===== src/rtl/swmm_pkg.sv =====
// ----------------------------------------------------------------------------
// swmm_pkg: shared types and constants for sliding window max/min
// Beat types for both channels, the sweep record passed between cells.
// ----------------------------------------------------------------------------
package swmm_pkg;

	localparam int DATA_W         = 32;
	localparam int WLEN_W         = 7;
	localparam int WINDOW_MAX_DEF = 64;
	localparam logic [WLEN_W-1:0] WLEN_RESET = WLEN_W'(1);

	localparam logic signed [DATA_W-1:0] DATA_MOST_NEG = {1'b1, {(DATA_W-1){1'b0}}};
	localparam logic signed [DATA_W-1:0] DATA_MOST_POS = {1'b0, {(DATA_W-1){1'b1}}};

	typedef struct packed {
		logic signed [DATA_W-1:0] sample;
		logic                     first_sample;
	} in_beat_t;

	typedef struct packed {
		logic signed [DATA_W-1:0] window_max;
		logic signed [DATA_W-1:0] window_min;
	} out_beat_t;

	typedef struct packed {
		logic                     valid;
		logic signed [DATA_W-1:0] hi;
		logic signed [DATA_W-1:0] lo;
	} sweep_t;

endpackage


===== src/rtl/swmm_cell.sv =====
// ----------------------------------------------------------------------------
// swmm_cell: one history cell of the sliding window chain
// Holds one sample, shifts it on to the next cell on a new beat, and folds
// it into the max/min sweep that passes through one cell per cycle.
// ----------------------------------------------------------------------------
module swmm_cell #(
	parameter int IDX   = 0,
	parameter int CMP_W = 7
) (
	input  logic                                clk,
	input  logic                                arst_n,
	input  logic                                shift_en,
	input  logic signed [swmm_pkg::DATA_W-1:0]  shift_in,
	output logic signed [swmm_pkg::DATA_W-1:0]  shift_out,
	input  logic [CMP_W-1:0]                    eff_len,
	input  swmm_pkg::sweep_t                    sweep_in,
	output swmm_pkg::sweep_t                    sweep_out
);

	logic signed [swmm_pkg::DATA_W-1:0] sample_q;
	logic signed [swmm_pkg::DATA_W-1:0] hi_q;
	logic signed [swmm_pkg::DATA_W-1:0] lo_q;
	logic                               valid_q;
	logic                               in_window;

	assign in_window = (CMP_W'(IDX) < eff_len);

	always_ff @(posedge clk) begin
		if (shift_en) begin
			sample_q <= shift_in;
		end
	end

	always_ff @(posedge clk or negedge arst_n) begin
		if (!arst_n) begin
			valid_q <= 1'b0;
		end else begin
			valid_q <= sweep_in.valid;
		end
	end

	always_ff @(posedge clk) begin
		if (sweep_in.valid) begin
			hi_q <= (in_window && (sample_q > sweep_in.hi)) ? sample_q : sweep_in.hi;
			lo_q <= (in_window && (sample_q < sweep_in.lo)) ? sample_q : sweep_in.lo;
		end
	end

	assign shift_out = sample_q;
	assign sweep_out = '{valid: valid_q, hi: hi_q, lo: lo_q};

endmodule


===== config.mk =====
export PLATFORM = sky130hd
export DESIGN_NAME = swmm_cell
export DESIGN_NICKNAME = d
export VERILOG_FILES = /design/src/rtl/swmm_pkg.sv /design/src/rtl/swmm_cell.sv
export SDC_FILE = /design/constraint.sdc
export NUM_CORES = 1
export LEC_CHECK = 0
export ABC_AREA = 1
export BUFFER_PORTS_ARGS = -buffer_cell sky130_fd_sc_hd__buf_2
export CAP_MARGIN = 5
export CORE_ASPECT_RATIO = 1.1
export CORE_MARGIN = 1
export CORE_UTILIZATION = 54
export DETAILED_ROUTE_END_ITERATION = 10
export PLACE_DENSITY = 0.86
export SYNTH_ARGS = -nofsm -noshare
export SYNTH_HDL_FRONTEND = slang
export SYNTH_SLANG_ARGS = --single-unit

===== constraint.sdc =====
create_clock -name clk -period 5.5 [get_ports clk]
set_clock_uncertainty 0.15 [all_clocks]
set_input_delay 1.1 -clock clk [delete_from_list [all_inputs] [get_ports clk]]
set_output_delay 1.1 -clock clk [all_outputs]
set_load 0.02 [all_outputs]

# [After elaboration in Yosys (flattened, before gate mapping)]
# Index checks and enable logic that the tools add are counted.
[totals] regBits=97 input_bits=107 wordCells=11 output_inout_bits=97
[classes] n_reduce_logical=2 magnitude_cmp=3 n_mux=2
[op_table] op="$mux W32" count=2
[op_table] op="$gt A32 B32 Y1" count=1
[op_table] op="$lt A32 B32 Y1" count=1
[op_table] op="$lt A1 B7 Y1 const A" count=1
[op_table] op="$logic_and A1 B1 Y1" count=2

# [Longest topological paths before layout]
[depth] depth_word=3 ltp_mapped=17

# [Worst setup path after synthesis]
# Ideal clock, no wire load.
[synth_timing] path_kind="input to register" start="input port sweep_in[63] (netlist bit)" end="register hi_q[10] (netlist bit) (data pin)" path_stages=10 t_arrival_ns=2.575 setup_ns=0.254 required_time_ns=5.096 slack_ns=2.521 cell_sequence="inv_1 -> ha_1 -> nand2_1 -> nor2_1 -> nand2_1 -> nor4b_2 -> a21oi_1 -> clkbuf_1 -> nand4_1 -> nand2_1"
[synth_between] elab_chain_cells=3
[synth_lines] item="start, declared" line="swmm_cell.sv:16" text="input swmm_pkg::sweep_t sweep_in,"
[synth_lines] item="$gt A32 B32 Y1" line="swmm_cell.sv:44" text="hi_q <= (in_window && (sample_q > sweep_in.hi)) ? sample_q : sweep_in.hi;"
[synth_lines] item="$logic_and A1 B1 Y1" line="swmm_cell.sv:44"
[synth_lines] item="$mux W32" line="swmm_cell.sv:44"
[synth_lines] item="end signal, assigned" line="swmm_cell.sv:44"
[synth_lines] item="end, declared" line="swmm_cell.sv:21" text="logic signed [swmm_pkg::DATA_W-1:0] hi_q;"
# Every way passes these cells.
# A chain may end at the register's enable or synchronous reset.

# [Worst setup path after layout]
[layout_timing] start="input port sweep_in[63] (netlist bit)" end="register hi_q[14] (netlist bit) (data pin)"
# Same word-level chain as after synthesis.

==> qor.yml <==
outcome:
  status: "completed"
pwr:
  p_leak_uw: 0.003597
  total_power_uw: 2036
  power_density_mw_per_mm2: 294.8
  ir_drop_v: 0.0001838
sta:
  fin_crit_ps: 3869
  finalMaxSlewViolations: 0
  fin_tns_setup_ps: 0
  tightestPinTransition_ps: 981.8
  relSlewSlack_pct: 34.40
  post-route-period-util_pct: 70.35
  fmax_mhz: 258.5
  finalHoldViolations: 0
  grt_setup_unrepaired: "false"
  whs_ps: 347.7
  setup_viol: 0
yosys:
  seq_area_frac_synth_pct: 51.64
  syn-num-nets: 762
  synthXorXnorAreaFrac_pct: 0
  synthMuxAreaShare_pct: 0
  synth_area_leaders: "edfxtp_1 (51%), ha_1 (14%), nand2_1 (12%)"
  yosys.cell_types.count: 23
  yosys.area_share.simple_pct: 23.04
  synthAdderAreaFrac_pct: 14.00
  synth_top_family_by_area: "simple AND/OR/NAND/NOR gates"
  syn_area_mm2: 0.005630
  synth_largest_area_cell: "edfxtp_1"
  ys_ff_latch: 97
  synth_warnings: 0
  synth-compound-area-share_pct: 3.778
  synth_top_area_share_pct: 51.20
  synthCells: 592
  syn_area_per_cell_um2: 9.511
finish:
  antenna_cells: 0
  fin_area_mm2: 0.006905
  final_common_cell: "buf_2"
  syn_to_final_growth_pct: 22.64
  final_layout_size_suffix_gt1_share_pct: 28.70
  final_cell_mix: "buf_2 (203), nand2_1 (185), edfxtp_1 (96), inv_1 (77), nand4_1 (66)"
  fin_nets: 956
  seqCellArea_mm2: 0.002908
  nFillCells: 812
  multi_input_area_mm2: 0.002310
routing:
  drt_iter0_drc: 303
  viasPerCell: 5.580
  wl_per_cell_um: 16.83
  route.detailed.drc: 0
  ant_nets: 0
  vias: 5083
  first_pass_iters: 5
  wl_mm: 15.33
clock_tree:
  postCtsResizedCells: 0
  clock_sinks: 97
  clock_latency_ps: 360
  post_cts_buffers: 0
  root_buffer: "clkbuf_8"
  clk_pin_slew_worst_paths_ps: 90
  cts_tree: "built"
  cts_made_buffers: 9
  htree_levels: 3
  holdBufCountCts: 0
  clockBufferDepth: 2
die:
  coreArea_mm2: 0.009985
  pin_count: 204
  dieArea_mm2: 0.01084
  initial_core_util_pct: 56.39
  die_x_um: 99.36
  rows: 38
  die_h_um: 109.1
global_routing:
  grt_pass1_vias: 5030
  grt_usage_pct: 29.01
  overflow: 0
  antenna_found_initial: 0
  grt_pass1_wl_mm: 23.87
  grt_max_degree: 66
worst_setup_path:
  crit_type: "primary input to register"
  r2r_end: "hi_q[14]$_DFFE_PP_"
  regToRegStartpoint: "shift_out[31]$_DFFE_PP_"
  reg2reg_depth: 10
  crit_path_max_fanout: 33
  rrSetupSlack_ps: 1950
  end_kind: "register"
  critPathRequiredTime_ps: 5470
  cp.arrival_ps: 3830
  cp-start-kind: "primary input"
worst_hold_path:
  hold_class: "primary input to asynchronous set/reset pin"
place:
  place_hpwl_mm: 10.94
  gp_congestion: 0.8605
  io_buffers: 203
  dpl-instance-area_mm2: 0.006714
run:
  drv_cap: 0
-- synth_stat cells --
master	n
buf_4	1
nor4_1	2
nand2_2	1
nand3_1	7
edfxtp_1	96
buf_6	3
dfrtp_1	1
a21oi_1	32
inv_2	1
inv_1	77
nand3_4	1
o21ai_0	9
nand3b_1	1
o21a_1	1
nor3_1	3
clkbuf_1	12
nor4b_2	1
nor2_1	19
nand3_2	1
buf_2	9
nand4_1	66
nand2_1	185
ha_1	63
-- critical path, cell delays in order --
cell and delay, ps:
buf_2 90, inv_1 40, ha_1 340, nand2_1 90
nor2_1 170, nand2_1 110, nor4b_2 420, nand2_1 160
nand3_2 560, nand3_4 490, nand2_1 200, nand2_1 70
-- flip-flops by register name, summed over array words and instances, names as in the netlist --
register / flops
shift_out: 32
lo_q: 32
hi_q: 32
valid_q: 1
-- kinds of logic (layout without fill, tap and decap cells) --
kind of cell | count (synthesis) | count (layout)
and+or+nand+nor | 287 | 287
buffers and inverters | 103 | 302
DFF | 97 | 97
adders and majority gates | 63 | 63
AOI/OAI and AO/OA | 42 | 42
-- per-stage QoR --
step / std cells / util [%] / worst slack [ps]
6_report: 911 / 69.16 / 1631
5_1_grt: 911 / 69.16 / 1345
4_1_cts: 911 / 69.16 / 1671
3_5_place_dp: 895 / 67.24 / 1289
3_3_place_gp: 895 / 67.24 / 1531
2_1_floorplan: 592 / - / 2521
-- how the worst max path moves through the flow --
stage	start	cells after the start	slack [ps]	end
CTS	sweep_in[63]	12	1670	hi_q[21]$_DFFE_PP_
global placement	sweep_in[63]	12	1530	hi_q[27]$_DFFE_PP_
detailed placement	sweep_in[63]	12	1290	hi_q[4]$_DFFE_PP_
floorplan	sweep_in[63]	10	2520	hi_q[10]$_DFFE_PP_
global route	sweep_in[63]	12	1350	hi_q[21]$_DFFE_PP_
finish	sweep_in[63]	12	1630	hi_q[14]$_DFFE_PP_
-- where the power goes --
| group | leakage, µW | internal (µW) | switching (µW) |
|---|---|---|---|
| combinational | 0.00254 | 200 | 395 |
| clock | 0.0000936 | 223 | 242 |
| sequential | 0.000960 | 930 | 45.6 |
| total | 0.00360 | 1350 | 682 |
-- area by class of cell --
| type | instances | area share (%) |
|---|---|---|
| timing repair buffer | 208 | 15.26 |
| tap | 120 | 2.174 |
| clock inverter | 3 | 0.6161 |
| clock buffer | 13 | 2.156 |
| sequential | 97 | 42.11 |
| inverter | 78 | 4.240 |
| multi-input combinational | 392 | 33.45 |
-- metal layers --
metal	GRT usage, %	wire length, µm
met4	11.76	356
met5	0	0
met3	6.218	1338
met1	34.03	5898
met2	51.84	7738
Power figures use the tool's default switching activity.
